--- src/rtl/core/kvrp_pkg.sv ---
// kvrp_pkg: shared types, byte codes and result codes of the reply parser.
// Depends on nothing; imported by every module under rtl/core.
package kvrp_pkg;

	localparam int NUMBER_WIDTH_DEF = 32;
	localparam int CFG_W            = 31;
	localparam logic [CFG_W-1:0] MAX_BULK_RESET = 31'd536870912;
	localparam logic [31:0] LEN_CAP = 32'h8000_0000;

	localparam logic [7:0] CH_STAR   = 8'h2A;
	localparam logic [7:0] CH_PLUS   = 8'h2B;
	localparam logic [7:0] CH_MINUS  = 8'h2D;
	localparam logic [7:0] CH_DOLLAR = 8'h24;
	localparam logic [7:0] CH_COLON  = 8'h3A;
	localparam logic [7:0] CH_CR     = 8'h0D;
	localparam logic [7:0] CH_LF     = 8'h0A;
	localparam logic [7:0] CH_ZERO   = 8'h30;
	localparam logic [7:0] CH_NINE   = 8'h39;

	localparam logic [1:0] EV_CONTENT = 2'd0;
	localparam logic [1:0] EV_DONE    = 2'd1;
	localparam logic [1:0] EV_ERROR   = 2'd2;

	localparam logic [2:0] KIND_SIMPLE = 3'd0;
	localparam logic [2:0] KIND_ERRSTR = 3'd1;
	localparam logic [2:0] KIND_BULK   = 3'd2;
	localparam logic [2:0] KIND_INT    = 3'd3;
	localparam logic [2:0] KIND_ARRAY  = 3'd4;

	localparam logic [2:0] ERR_NONE     = 3'd0;
	localparam logic [2:0] ERR_BAD_TYPE = 3'd1;
	localparam logic [2:0] ERR_ARRAY    = 3'd2;
	localparam logic [2:0] ERR_NO_LF    = 3'd3;
	localparam logic [2:0] ERR_BAD_LEN  = 3'd4;
	localparam logic [2:0] ERR_BAD_DIG  = 3'd5;
	localparam logic [2:0] ERR_TOO_LONG = 3'd6;
	localparam logic [2:0] ERR_OVERFLOW = 3'd7;

	typedef enum logic [9:0] {
		PH_IDLE    = 10'b00_0000_0001,
		PH_LINE    = 10'b00_0000_0010,
		PH_LINE_LF = 10'b00_0000_0100,
		PH_INT     = 10'b00_0000_1000,
		PH_INT_LF  = 10'b00_0001_0000,
		PH_LEN     = 10'b00_0010_0000,
		PH_LEN_LF  = 10'b00_0100_0000,
		PH_DATA    = 10'b00_1000_0000,
		PH_DATA_CR = 10'b01_0000_0000,
		PH_DATA_LF = 10'b10_0000_0000
	} phase_t;

	typedef struct packed {
		logic        valid;
		logic [1:0]  event_kind;
		logic [2:0]  reply_kind;
		logic [7:0]  content_byte;
		logic [31:0] integer_value;
		logic        is_null;
		logic [2:0]  err_code;
	} result_t;

endpackage

--- src/rtl/core/kvrp_num_acc.sv ---
// kvrp_num_acc: one decimal digit step of the number accumulator, x10 plus digit,
// with saturation at the integer limit or the bulk length cap. Uses kvrp_pkg.
module kvrp_num_acc
	import kvrp_pkg::*;
#(
	parameter int NUMBER_WIDTH = NUMBER_WIDTH_DEF,
	localparam int ACC_W = (NUMBER_WIDTH > 32) ? NUMBER_WIDTH : 32
) (
	input  logic [ACC_W-1:0] acc,
	input  logic [3:0]       digit,
	input  logic             int_mode,
	input  logic             negative,
	input  logic             ovf,
	output logic [ACC_W-1:0] acc_next,
	output logic             ovf_next
);

	localparam int PW = ACC_W + 4;
	localparam logic [PW-1:0] INT_TOP = PW'(1) << (NUMBER_WIDTH - 1);

	logic [PW-1:0] wide;
	logic [PW-1:0] prod;
	logic [PW-1:0] cap;
	logic          sat;

	assign wide = {4'b0000, acc};
	assign prod = (wide << 3) + (wide << 1) + {{(PW-4){1'b0}}, digit};

	always_comb begin
		if (int_mode) begin
			cap = negative ? INT_TOP : INT_TOP - PW'(1);
		end else begin
			cap = {{(PW-32){1'b0}}, LEN_CAP};
		end
	end

	// once an integer has saturated it stays at its limit
	assign sat      = (prod > cap) || (int_mode && ovf);
	assign acc_next = sat ? cap[ACC_W-1:0] : prod[ACC_W-1:0];
	assign ovf_next = int_mode ? (ovf | sat) : ovf;

endmodule

--- src/rtl/core/kvrp_parser.sv ---
// kvrp_parser: reply state machine and per-byte result decode.
// Depends on kvrp_pkg and kvrp_num_acc.
module kvrp_parser
	import kvrp_pkg::*;
#(
	parameter int NUMBER_WIDTH = NUMBER_WIDTH_DEF
) (
	input  logic             clk,
	input  logic             arst_n,
	input  logic             step,
	input  logic [7:0]       byte_in,
	input  logic [CFG_W-1:0] max_bulk,
	output result_t          res
);

	localparam int ACC_W = (NUMBER_WIDTH > 32) ? NUMBER_WIDTH : 32;

	phase_t           phase_q, phase_d;
	logic [2:0]       kind_q, kind_d;
	logic             neg_q, neg_d;
	logic             seen_q, seen_d;
	logic             ovf_q, ovf_d;
	logic [ACC_W-1:0] acc_q, acc_d;
	logic [30:0]      rem_q, rem_d;

	logic             is_digit;
	logic [ACC_W-1:0] acc_step;
	logic             ovf_step;
	logic [ACC_W-1:0] acc_neg;
	logic [30:0]      rem_dec;

	assign is_digit = (byte_in >= CH_ZERO) && (byte_in <= CH_NINE);
	assign acc_neg  = '0 - acc_q;
	assign rem_dec  = rem_q - 31'd1;

	kvrp_num_acc #(
		.NUMBER_WIDTH(NUMBER_WIDTH)
	) u_acc (
		.acc      (acc_q),
		.digit    (byte_in[3:0]),
		.int_mode (phase_q == PH_INT),
		.negative (neg_q),
		.ovf      (ovf_q),
		.acc_next (acc_step),
		.ovf_next (ovf_step)
	);

	always_comb begin
		phase_d = phase_q;
		kind_d  = kind_q;
		neg_d   = neg_q;
		seen_d  = seen_q;
		ovf_d   = ovf_q;
		acc_d   = acc_q;
		rem_d   = rem_q;
		res     = '0;

		unique case (phase_q)
			PH_IDLE: begin
				neg_d  = 1'b0;
				seen_d = 1'b0;
				ovf_d  = 1'b0;
				acc_d  = '0;
				rem_d  = '0;
				unique case (byte_in)
					CH_PLUS: begin
						kind_d  = KIND_SIMPLE;
						phase_d = PH_LINE;
					end
					CH_MINUS: begin
						kind_d  = KIND_ERRSTR;
						phase_d = PH_LINE;
					end
					CH_DOLLAR: begin
						kind_d  = KIND_BULK;
						phase_d = PH_LEN;
					end
					CH_COLON: begin
						kind_d  = KIND_INT;
						phase_d = PH_INT;
					end
					CH_STAR: begin
						// arrays are not parsed; state other than kind is left alone
						neg_d  = neg_q;
						seen_d = seen_q;
						ovf_d  = ovf_q;
						acc_d  = acc_q;
						rem_d  = rem_q;
						kind_d = KIND_ARRAY;
						res    = '{1'b1, EV_ERROR, KIND_ARRAY, 8'd0, 32'd0, 1'b0, ERR_ARRAY};
					end
					default: begin
						neg_d  = neg_q;
						seen_d = seen_q;
						ovf_d  = ovf_q;
						acc_d  = acc_q;
						rem_d  = rem_q;
						kind_d = KIND_SIMPLE;
						res    = '{1'b1, EV_ERROR, KIND_SIMPLE, 8'd0, 32'd0, 1'b0,
							ERR_BAD_TYPE};
					end
				endcase
			end
			PH_LINE: begin
				if (byte_in == CH_CR) begin
					phase_d = PH_LINE_LF;
				end else begin
					res = '{1'b1, EV_CONTENT, kind_q, byte_in, 32'd0, 1'b0, ERR_NONE};
				end
			end
			PH_LINE_LF: begin
				phase_d = PH_IDLE;
				if (byte_in != CH_LF) begin
					res = '{1'b1, EV_ERROR, kind_q, 8'd0, 32'd0, 1'b0, ERR_NO_LF};
				end else begin
					res = '{1'b1, EV_DONE, kind_q, 8'd0, 32'd0, 1'b0, ERR_NONE};
				end
			end
			PH_INT: begin
				priority if (byte_in == CH_CR) begin
					if (!seen_q) begin
						phase_d = PH_IDLE;
						res = '{1'b1, EV_ERROR, kind_q, 8'd0, 32'd0, 1'b0, ERR_BAD_DIG};
					end else begin
						phase_d = PH_INT_LF;
					end
				end else if (byte_in == CH_MINUS && !seen_q && !neg_q) begin
					neg_d = 1'b1;
				end else if (!is_digit) begin
					phase_d = PH_IDLE;
					res = '{1'b1, EV_ERROR, kind_q, 8'd0, 32'd0, 1'b0, ERR_BAD_DIG};
				end else begin
					seen_d = 1'b1;
					acc_d  = acc_step;
					ovf_d  = ovf_step;
				end
			end
			PH_INT_LF: begin
				phase_d = PH_IDLE;
				if (byte_in != CH_LF) begin
					res = '{1'b1, EV_ERROR, kind_q, 8'd0, 32'd0, 1'b0, ERR_NO_LF};
				end else begin
					res = '{1'b1, EV_DONE, kind_q, 8'd0,
						neg_q ? acc_neg[31:0] : acc_q[31:0], 1'b0,
						ovf_q ? ERR_OVERFLOW : ERR_NONE};
				end
			end
			PH_LEN: begin
				priority if (byte_in == CH_CR) begin
					priority if (!seen_q) begin
						phase_d = PH_IDLE;
						res = '{1'b1, EV_ERROR, kind_q, 8'd0, 32'd0, 1'b0, ERR_BAD_LEN};
					end else if (neg_q && acc_q != ACC_W'(1)) begin
						// only -1 is a legal negative length
						phase_d = PH_IDLE;
						res = '{1'b1, EV_ERROR, kind_q, 8'd0, 32'd0, 1'b0, ERR_BAD_LEN};
					end else if (!neg_q && acc_q > ACC_W'(max_bulk)) begin
						phase_d = PH_IDLE;
						res = '{1'b1, EV_ERROR, kind_q, 8'd0, 32'd0, 1'b0, ERR_TOO_LONG};
					end else begin
						phase_d = PH_LEN_LF;
					end
				end else if (byte_in == CH_MINUS && !seen_q && !neg_q) begin
					neg_d = 1'b1;
				end else if (!is_digit) begin
					phase_d = PH_IDLE;
					res = '{1'b1, EV_ERROR, kind_q, 8'd0, 32'd0, 1'b0, ERR_BAD_LEN};
				end else begin
					seen_d = 1'b1;
					acc_d  = acc_step;
				end
			end
			PH_LEN_LF: begin
				priority if (byte_in != CH_LF) begin
					phase_d = PH_IDLE;
					res = '{1'b1, EV_ERROR, kind_q, 8'd0, 32'd0, 1'b0, ERR_NO_LF};
				end else if (neg_q) begin
					phase_d = PH_IDLE;
					res = '{1'b1, EV_DONE, kind_q, 8'd0, 32'd0, 1'b1, ERR_NONE};
				end else begin
					rem_d   = acc_q[30:0];
					phase_d = (acc_q[30:0] == 31'd0) ? PH_DATA_CR : PH_DATA;
				end
			end
			PH_DATA: begin
				rem_d = rem_dec;
				if (rem_dec == 31'd0) begin
					phase_d = PH_DATA_CR;
				end
				res = '{1'b1, EV_CONTENT, kind_q, byte_in, 32'd0, 1'b0, ERR_NONE};
			end
			PH_DATA_CR: begin
				if (byte_in != CH_CR) begin
					phase_d = PH_IDLE;
					res = '{1'b1, EV_ERROR, kind_q, 8'd0, 32'd0, 1'b0, ERR_NO_LF};
				end else begin
					phase_d = PH_DATA_LF;
				end
			end
			PH_DATA_LF: begin
				phase_d = PH_IDLE;
				if (byte_in != CH_LF) begin
					res = '{1'b1, EV_ERROR, kind_q, 8'd0, 32'd0, 1'b0, ERR_NO_LF};
				end else begin
					res = '{1'b1, EV_DONE, kind_q, 8'd0, 32'd0, 1'b0, ERR_NONE};
				end
			end
			default: begin
				phase_d = PH_IDLE;
			end
		endcase
	end

	always_ff @(posedge clk or negedge arst_n) begin
		if (!arst_n) begin
			phase_q <= PH_IDLE;
			kind_q  <= KIND_SIMPLE;
			neg_q   <= 1'b0;
			seen_q  <= 1'b0;
			ovf_q   <= 1'b0;
			acc_q   <= '0;
			rem_q   <= '0;
		end else if (step) begin
			phase_q <= phase_d;
			kind_q  <= kind_d;
			neg_q   <= neg_d;
			seen_q  <= seen_d;
			ovf_q   <= ovf_d;
			acc_q   <= acc_d;
			rem_q   <= rem_d;
		end
	end

endmodule

--- src/rtl/core/kv_reply_stream_parser_core.sv ---
// kv_reply_stream_parser_core: byte-serial reply parser, one byte word per cycle while results drain.
// Path: a byte word is registered in the input stage, stepped through the parser and
// its result word registered in the result register that drives m_tvalid.
// Throughput: one byte word per cycle while m_tready drains the result register.
// Reset: arst_n low clears parser state to idle, empties both register stages
// and sets max_bulk_length to 536870912. Depends on kvrp_pkg and kvrp_parser.
module kv_reply_stream_parser_core
	import kvrp_pkg::*;
#(
	parameter int NUMBER_WIDTH = NUMBER_WIDTH_DEF
) (
	input  logic             clk,
	input  logic             arst_n,
	// configuration write channel: max_bulk_length
	input  logic             cfg_valid,
	output logic             cfg_ready,
	input  logic [CFG_W-1:0] cfg_data,
	// input byte words
	input  logic             s_tvalid,
	output logic             s_tready,
	input  logic [7:0]       s_tdata,   // [7:0] data_byte
	// result words
	output logic             m_tvalid,
	input  logic             m_tready,
	output logic [47:0]      m_tdata,   // [7:0] content_byte, [39:8] integer_value,
	                                    // [40] is_null, [43:41] err_code, rest zero
	output logic [4:0]       m_tuser    // [1:0] event_kind, [4:2] reply_kind
);

	logic [CFG_W-1:0] max_bulk_q;

	// input register stage
	logic       valid_s1;
	logic [7:0] byte_s1;

	// result register
	logic       out_valid_q;
	result_t    out_q;

	result_t    res;
	logic       advance;

	assign cfg_ready = 1'b1;

	always_ff @(posedge clk or negedge arst_n) begin
		if (!arst_n) begin
			max_bulk_q <= MAX_BULK_RESET;
		end else if (cfg_valid) begin
			max_bulk_q <= cfg_data;
		end
	end

	// the staged byte moves into the parser when the result register is free
	// or being drained in this cycle
	assign advance  = valid_s1 && (!out_valid_q || m_tready);
	assign s_tready = !valid_s1 || advance;

	always_ff @(posedge clk or negedge arst_n) begin
		if (!arst_n) begin
			valid_s1 <= 1'b0;
		end else if (s_tvalid && s_tready) begin
			valid_s1 <= 1'b1;
		end else if (advance) begin
			valid_s1 <= 1'b0;
		end
	end

	always_ff @(posedge clk) begin
		if (s_tvalid && s_tready) begin
			byte_s1 <= s_tdata;
		end
	end

	kvrp_parser #(
		.NUMBER_WIDTH(NUMBER_WIDTH)
	) u_parser (
		.clk      (clk),
		.arst_n   (arst_n),
		.step     (advance),
		.byte_in  (byte_s1),
		.max_bulk (max_bulk_q),
		.res      (res)
	);

	// a byte that yields no result leaves the result register empty
	always_ff @(posedge clk or negedge arst_n) begin
		if (!arst_n) begin
			out_valid_q <= 1'b0;
		end else if (advance) begin
			out_valid_q <= res.valid;
		end else if (m_tready) begin
			out_valid_q <= 1'b0;
		end
	end

	always_ff @(posedge clk) begin
		if (advance) begin
			out_q <= res;
		end
	end

	assign m_tvalid = out_valid_q;
	assign m_tdata  = {4'b0000, out_q.err_code, out_q.is_null, out_q.integer_value,
		out_q.content_byte};
	assign m_tuser  = {out_q.reply_kind, out_q.event_kind};

endmodule
--- config.mk ---
export PLATFORM = sky130hd
export DESIGN_NAME = kv_reply_stream_parser_core
export DESIGN_NICKNAME = d
export VERILOG_FILES = /design/src/rtl/core/kvrp_pkg.sv /design/src/rtl/core/kvrp_num_acc.sv /design/src/rtl/core/kvrp_parser.sv /design/src/rtl/core/kv_reply_stream_parser_core.sv
export SDC_FILE = /design/constraint.sdc
export NUM_CORES = 1
export LEC_CHECK = 0
export BUFFER_PORTS_ARGS = -buffer_cell sky130_fd_sc_hd__buf_2
export CAP_MARGIN = 30
export CORE_UTILIZATION = 45
export DETAILED_ROUTE_END_ITERATION = 7
export SKIP_LAST_GASP = 1
export SYNTH_ARGS = -nofsm -noshare
export SYNTH_HDL_FRONTEND = slang
export SYNTH_HIERARCHICAL = 1
export SYNTH_SLANG_ARGS = --single-unit
--- constraint.sdc ---
create_clock -name clk -period 7.6 [get_ports clk]
set_input_delay 0.76 -clock clk [delete_from_list [all_inputs] [get_ports clk]]
set_output_delay 0.76 -clock clk [all_outputs]
set_load 0.05 [all_outputs]
Word-level counts from Yosys, hierarchy flattened
Index checks and enable logic that the tools add are counted.
{ "totals": {"regBits": 169, "word_cells": 155} }
{ "classes": {"add_sub_neg": 4, "magnitude_cmp": 4, "eq_ne": 32, "n_mux": 65, "bitwise_logic": 1, "n_reduce_logical": 32} }
{ "ops": {"columns": ["cell", "n"], "rows": [
  ["$mux W50", 14],
  ["$pmux W50 S9", 1],
  ["$mux W32", 8],
  ["$mux W10", 11],
  ["$pmux W50 S2", 1],
  ["$mux W49", 2],
  ["$mux W31", 3],
  ["$pmux W31 S3", 1],
  ["$pmux W10 S7", 1],
  ["$pmux W32 S2", 1],
  ["$logic_not A31 Y1", 2],
  ["$eq A8 B6 Y1 const B", 5],
  ["$add A35 B33 Y36", 1],
  ["$add A36 B4 Y36", 1],
  ["$gt A36 B36 Y1", 1],
  ["$gt A32 B31 Y1", 1],
  ["$ne A32 B1 Y1 const B", 1],
  ["$sub A1 B32 Y32 const A", 1],
  ["$sub A31 B1 Y31 const B", 1],
  ["$pmux W10 S3", 1],
  ["$ne A8 B4 Y1 const B", 2],
  ["$ne A2 B2 Y1 const B", 7],
  ["$mux W1", 13],
  ["$pmux W3 S4", 1],
  ["other kinds (32)", 57]
]} }

Longest topological paths before layout
{ "depth": {"word_depth": 9, "mapped_depth": 23} }

Cells and area by module
The synthesis kept the hierarchy.
{ "by_module_without_submodules": {"columns": ["module", "instances", "cells_each", "area_per_inst_um2", "seq_area_each_um2"], "rows": [
  ["kvrp_parser", 1, 799, 6367.4, 1978.1],
  ["kvrp_num_acc", 1, 426, 3492.1, 0.0],
  ["kv_reply_stream_parser_core", 1, 138, 3006.6, 2538.7]
]} }

Worst setup path before layout
OpenSTA, ideal clock, no wires.
{ "synth_timing": {"kind": "register -> register", "startpoint": "register u_parser.acc_q[0]", "endpoint": "register u_parser.acc_q[2]", "setup_ns": 0.119, "t_arrival_ns": 5.379, "slack_ns": 2.103, "stages_incl_launch_ff": 23, "path_buffers": 1, "synth_period_minus_slack_ns": 5.497, "path_cell_list": "dfrtp_1 fa_1 fa_1 a211oi_1 o21ai_1 or4b_1 a21oi_1 or3_1 a2111oi_0 nor3_1 xor2_1 ha_1 nand4_1 or4_1 mux2i_1 a21oi_1 a311oi_1 nand4_1 a21o_4 buf_6 mux2_4 mux2i_1 nor2_1"} }
{ "synth_between": {"elab_chain_len": 9} }
{ "synth_rtl": {"columns": ["element", "line_no", "text"], "rows": [
  ["start, declared", "kvrp_parser.sv:23", "logic [ACC_W-1:0] acc_q, acc_d;"],
  ["start signal, assigned", "kvrp_parser.sv:221", "acc_q <= '0;"],
  ["start signal, assigned", "kvrp_parser.sv:229", "acc_q <= acc_d;"],
  ["$add A35 B33 Y36 (*)", "kvrp_num_acc.sv:27", "assign prod = (wide << 3) + (wide << 1) + {{(PW-4){1'b0}}, digit};"],
  ["$add A36 B4 Y36 (*)", "kvrp_num_acc.sv:27", null],
  ["$gt A36 B36 Y1", "kvrp_num_acc.sv:38", "assign sat = (prod > cap) || (int_mode && ovf);"],
  ["$logic_or A1 B1 Y1", "kvrp_num_acc.sv:38", null],
  ["$mux W32 (*)", "kvrp_num_acc.sv:39", "assign acc_next = sat ? cap[ACC_W-1:0] : prod[ACC_W-1:0];"],
  ["via u_parser.acc_step[2]", "kvrp_parser.sv:27", "logic [ACC_W-1:0] acc_step;"],
  ["$mux W32 (*)", "kvrp_parser.sv:129, kvrp_parser.sv:165", null],
  ["$mux W32 (*)", "kvrp_parser.sv:127", "end else if (byte_in == CH_MINUS && !seen_q && !neg_q) begin"],
  ["$mux W32 (*)", "kvrp_parser.sv:149", "priority if (byte_in == CH_CR) begin"],
  ["$pmux W32 S2 (*)", "kvrp_parser.sv:58", "unique case (phase_q)"]
]} }
The timed path passes the listed nets; every way through them passes the cells marked *. The select of a mux whose other input is x is not followed.
A chain may end at the register's enable or synchronous reset.

Final worst setup path
{ "layout_timing": {"startpoint": "register u_parser.acc_q[2]", "endpoint": "register u_parser.acc_q[1]"} }
{ "layout_between": {"elab_chain_len": 9} }
{ "layout_rtl": {"columns": ["element", "line_no"], "rows": [
  ["$add A35 B33 Y36", "kvrp_num_acc.sv:27"],
  ["$add A36 B4 Y36", "kvrp_num_acc.sv:27"],
  ["$gt A36 B36 Y1", "kvrp_num_acc.sv:38"],
  ["$logic_or A1 B1 Y1", "kvrp_num_acc.sv:38"],
  ["$mux W32", "kvrp_num_acc.sv:39"],
  ["via u_parser.acc_step[1]", "kvrp_parser.sv:27"],
  ["$mux W32", "kvrp_parser.sv:129, kvrp_parser.sv:165"],
  ["$mux W32", "kvrp_parser.sv:127"],
  ["$mux W32", "kvrp_parser.sv:149"],
  ["$pmux W32 S2", "kvrp_parser.sv:58"]
]} }
The timed path passes the listed nets, and every way through them passes these cells. The select of a mux whose other input is x is not followed.

==> results.py <==
metrics = {
    "floorplanning": {
        "rows": 61,
        "io_pins": 100,
        "chipWidth_um": 171.1,
        "start_util_pct": 46.06,
        "die_h_um": 171.1,
        "die_area_um2": 29270,
        "core_um2": 27930,
    },
    "logic_synthesis": {
        "synth_enable_flop_cells": 57,
        "synth_seq_area_share_pct": 35.11,
        "syn_inst": 1363,
        "synthTopCellsByCount": "nor2_1 (143), ha_1 (130), dfrtp_1 (110), a21oi_1 (104), o21ai_0 (100)",
        "synth_flop_cell": "dfrtp_1",
        "yosysMostFrequentCell": "nor2_1",
        "synth_top_area_share_pct": 21.39,
        "yosys_register_bits": 169,
        "avgSynthCellArea_um2": 9.440,
        "synth_async_sr_flop_share_pct": 66.27,
        "syn_area_um2": 12870,
        "synth_area_leaders": "dfrtp_1 (21%), edfxtp_1 (13%), ha_1 (13%)",
        "yosys.area.top_type": "dfrtp_1",
        "synth_cell_types": 86,
        "synth-warning-count": 6,
    },
    "routing": {
        "viasPerCell": 5.951,
        "routed-via-count": 10880,
        "first_pass_iters": 5,
        "drc": 0,
        "drtIter0Drc": 943,
        "wl_per_cell_um": 20.38,
        "ant_nets": 0,
        "routed_wl_um": 37260,
    },
    "power": {
        "peakVddDrop_uv": 172.9,
        "swShare_pct": 38.88,
        "total_power_uw": 3030,
        "clockPowerShare_pct": 29.4,
        "p_per_area_nw_per_um2": 212.6,
        "p_sw_uw": 1178,
        "p_leak_uw": 0.006677,
        "seq_power_share_pct": 37.1,
        "combPwrFrac_pct": 33.5,
        "intPower_uw": 1852,
    },
    "status": {
        "status": "complete, no violations",
    },
    "cts": {
        "cts_sinks": 169,
        "numCtsBuffers": 17,
        "cts_max_path_buffers": 2,
        "path_clk_slew_ps": 70,
        "ctsHtreeMaxLevel": 4,
        "ctsResizeCount": 0,
        "cts-root-buf": "clkbuf_16",
        "insertion_delay_ps": 440,
        "hold_buffers": 0,
        "cts_setup_buffers": 0,
        "cts_tree": "done",
    },
    "critical_path": {
        "rrSetupSlack_ps": 1200,
        "crit_required_ps": 7900,
        "r2r-start": "u_parser/acc_q[2]",
        "startpoint_type": "flop",
        "crit_fanout": 32,
        "crit_path_end_kind": "flop",
        "path_class": "flop to flop",
        "rr_worst_depth": 21,
        "arrival_ps": 6700,
        "r2r-end": "u_parser/acc_q[1]",
    },
    "finish": {
        "fin_util_pct": 51.03,
        "drive_gt1_share_pct": 15.72,
        "area_growth_pct": 10.79,
        "fill_cells": 2666,
        "n_antenna_cell": 0,
        "final_nets": 1613,
    },
    "sta": {
        "finalHoldViolCount": 0,
        "tightestPinTransition_ps": 885.6,
        "setup_viol": 0,
        "fin_skew_ps": 11.58,
        "max_freq_mhz": 156.3,
        "relSlewSlack_pct": 40.96,
        "finalCritPeriodShare_pct": 84.19,
        "period_needed_ps": 6398,
        "slew_viol_final": 0,
        "finalSetupTns_ps": 0,
        "rsz0062_at_grt": "false",
    },
    "flow_run": {
        "max_cap_violations": 0,
    },
    "placement": {
        "dp_hpwl_um": 27430,
        "gp_congestion": 0.9466,
        "numPortBuffers": 94,
    },
    "hold_path": {
        "hp-class": "primary input to asynchronous set/reset pin",
    },
    "grt": {
        "gr-total-overflow": 0,
        "antenna_found_initial": 0,
        "grtUsageTotal_pct": 25.83,
        "grt_start_max_net_pins": 65,
        "first_global_vias": 10190,
        "grt_pass1_wl_um": 57430,
    },
}
sequential cells by signal, indices dropped and copies added, names as in the netlist:
name and cells:
byte_s1 8, m_tdata 44, m_tuser 5, m_tvalid 1, max_bulk_q 31, u_parser/acc_q 32, u_parser/kind_q 3, u_parser/neg_q 1
u_parser/ovf_q 1, u_parser/phase_q 10, u_parser/rem_q 31, u_parser/seen_q 1, valid_s1 1
cell type report:
| type | count | area [um2] | area share (%) |
|---|---|---|---|
| inverter | 58 | 217.7 | 1.527 |
| tap | 378 | 473.0 | 3.318 |
| clock buffer | 18 | 429.2 | 3.011 |
| sequential | 169 | 4517 | 31.69 |
| timing repair buffer | 114 | 633.1 | 4.442 |
| clock inverter | 14 | 161.4 | 1.132 |
| multi-input combinational | 1077 | 7823 | 54.88 |
critical path, stage by stage (launching register included):
cell and delay [ps]:
dfrtp_1 580, fa_1 540, fa_1 500, a211oi_1 410, o21ai_1 190, or4b_1 270
a21oi_1 110, or3_1 350, a2111oi_0 410, nor3_1 110, xor2_1 180, ha_1 310
nand4_1 110, or4_1 500, mux2i_1 140, a21oi_1 60, a311oi_1 260, nand4_1 210
a21o_4 440, mux2_1 390, mux2i_1 120, nor2_1 50
power by group through the flow:
stage          Clock (uW)  Combinational (uW)  Sequential (uW)
2_1_floorplan           0                 564             1320
3_3_place_gp            0                1000             1140
3_5_place_dp            0                1010             1140
4_1_cts               912                1010             1120
5_1_grt               948                1090             1130
6_report              892                1020             1120
worst max path at each step:
| stage | from | end | slack [ps] | cells after the start |
|---|---|---|---|---|
| floorplan | u_parser/acc_q[0] | u_parser/acc_q[2] | 2100 | 22 |
| global placement | u_parser/acc_q[2] | u_parser/acc_q[31] | 1480 | 21 |
| detailed placement | u_parser/acc_q[2] | u_parser/acc_q[17] | 1320 | 21 |
| CTS | u_parser/acc_q[2] | u_parser/acc_q[1] | 1260 | 21 |
| global route | u_parser/acc_q[2] | u_parser/acc_q[1] | 790 | 20 |
| finish | u_parser/acc_q[2] | u_parser/acc_q[1] | 1200 | 21 |
placed cells by master, fill, tap and decap left out, drive strengths merged, types with 4 or more instances in the layout:
cell type  netlist  routed
a211oi           8       8
nor3            33      33
and3             4       4
nand4           29      29
xor2            39      39
o31ai           19      19
a22oi           16      16
a21o            16      16
nand2b          10      10
nand4b           6       6
inv             58      65
clkbuf          41      18
o21ai          105     105
a31oi           12      12
a32oi            5       5
mux2            68      68
nor2b            8       8
o211ai          12      12
ha             130     130
nor3b           10      10
xnor2           27      27
nor2           143     143
o21a            15      15
o41ai            9       9
buf             21     114
and2            17      17
a21oi          104     104
or3             13      13
dfrtp          110     110
nand2           71      71
nor4            18      18
mux2i           35      35
nand3           20      20
conb             2       5
or2              5       5
or4             15      15
edfxtp          57      57
metal layers:
metal | global-route usage (%) | wire length [um] | part of all wire (%) | vias to the layer above
li1 | - | - | - | 5204
met1 | 37.01 | 17430 | 47 | 5267
met2 | 40.70 | 17060 | 46 | 348
met3 | 3.146 | 2016 | 5.4 | 60
met4 | 7.259 | 752 | 2.0 | 0
met5 | 0 | 0 | 0 | -
logic make-up (layout without fill, tap and decap cells):
family / Yosys count / count (layout) / share of synthesized area [%]
and+or+nand+nor: 418 / 418 / 16.65
DFF: 169 / 169 / 35.11
other: 2 / 5 / 0.05837
AOI/OAI and AO/OA: 353 / 353 / 16.98
muxes: 103 / 103 / 9.521
buffers and inverters: 120 / 204 / 4.240
xor gates and xnor gates: 66 / 66 / 4.493
adders and majority gates: 132 / 132 / 12.95
through the flow:
step / hold WS (ps) / setup WS (ps) / std cells / cell area, um2
after floorplan: 440.7 / 2103 / 1366 / 12880
after global placement: 463.3 / 1477 / 1794 / 13640
after detailed placement: 458.7 / 1319 / 1795 / 13640
after CTS: 465.8 / 1258 / 1827 / 14230
after global routing: 462.2 / 790.2 / 1828 / 14250
final: 405.4 / 1202 / 1828 / 14250
Note: power is estimated with default switching activity, not from simulation.
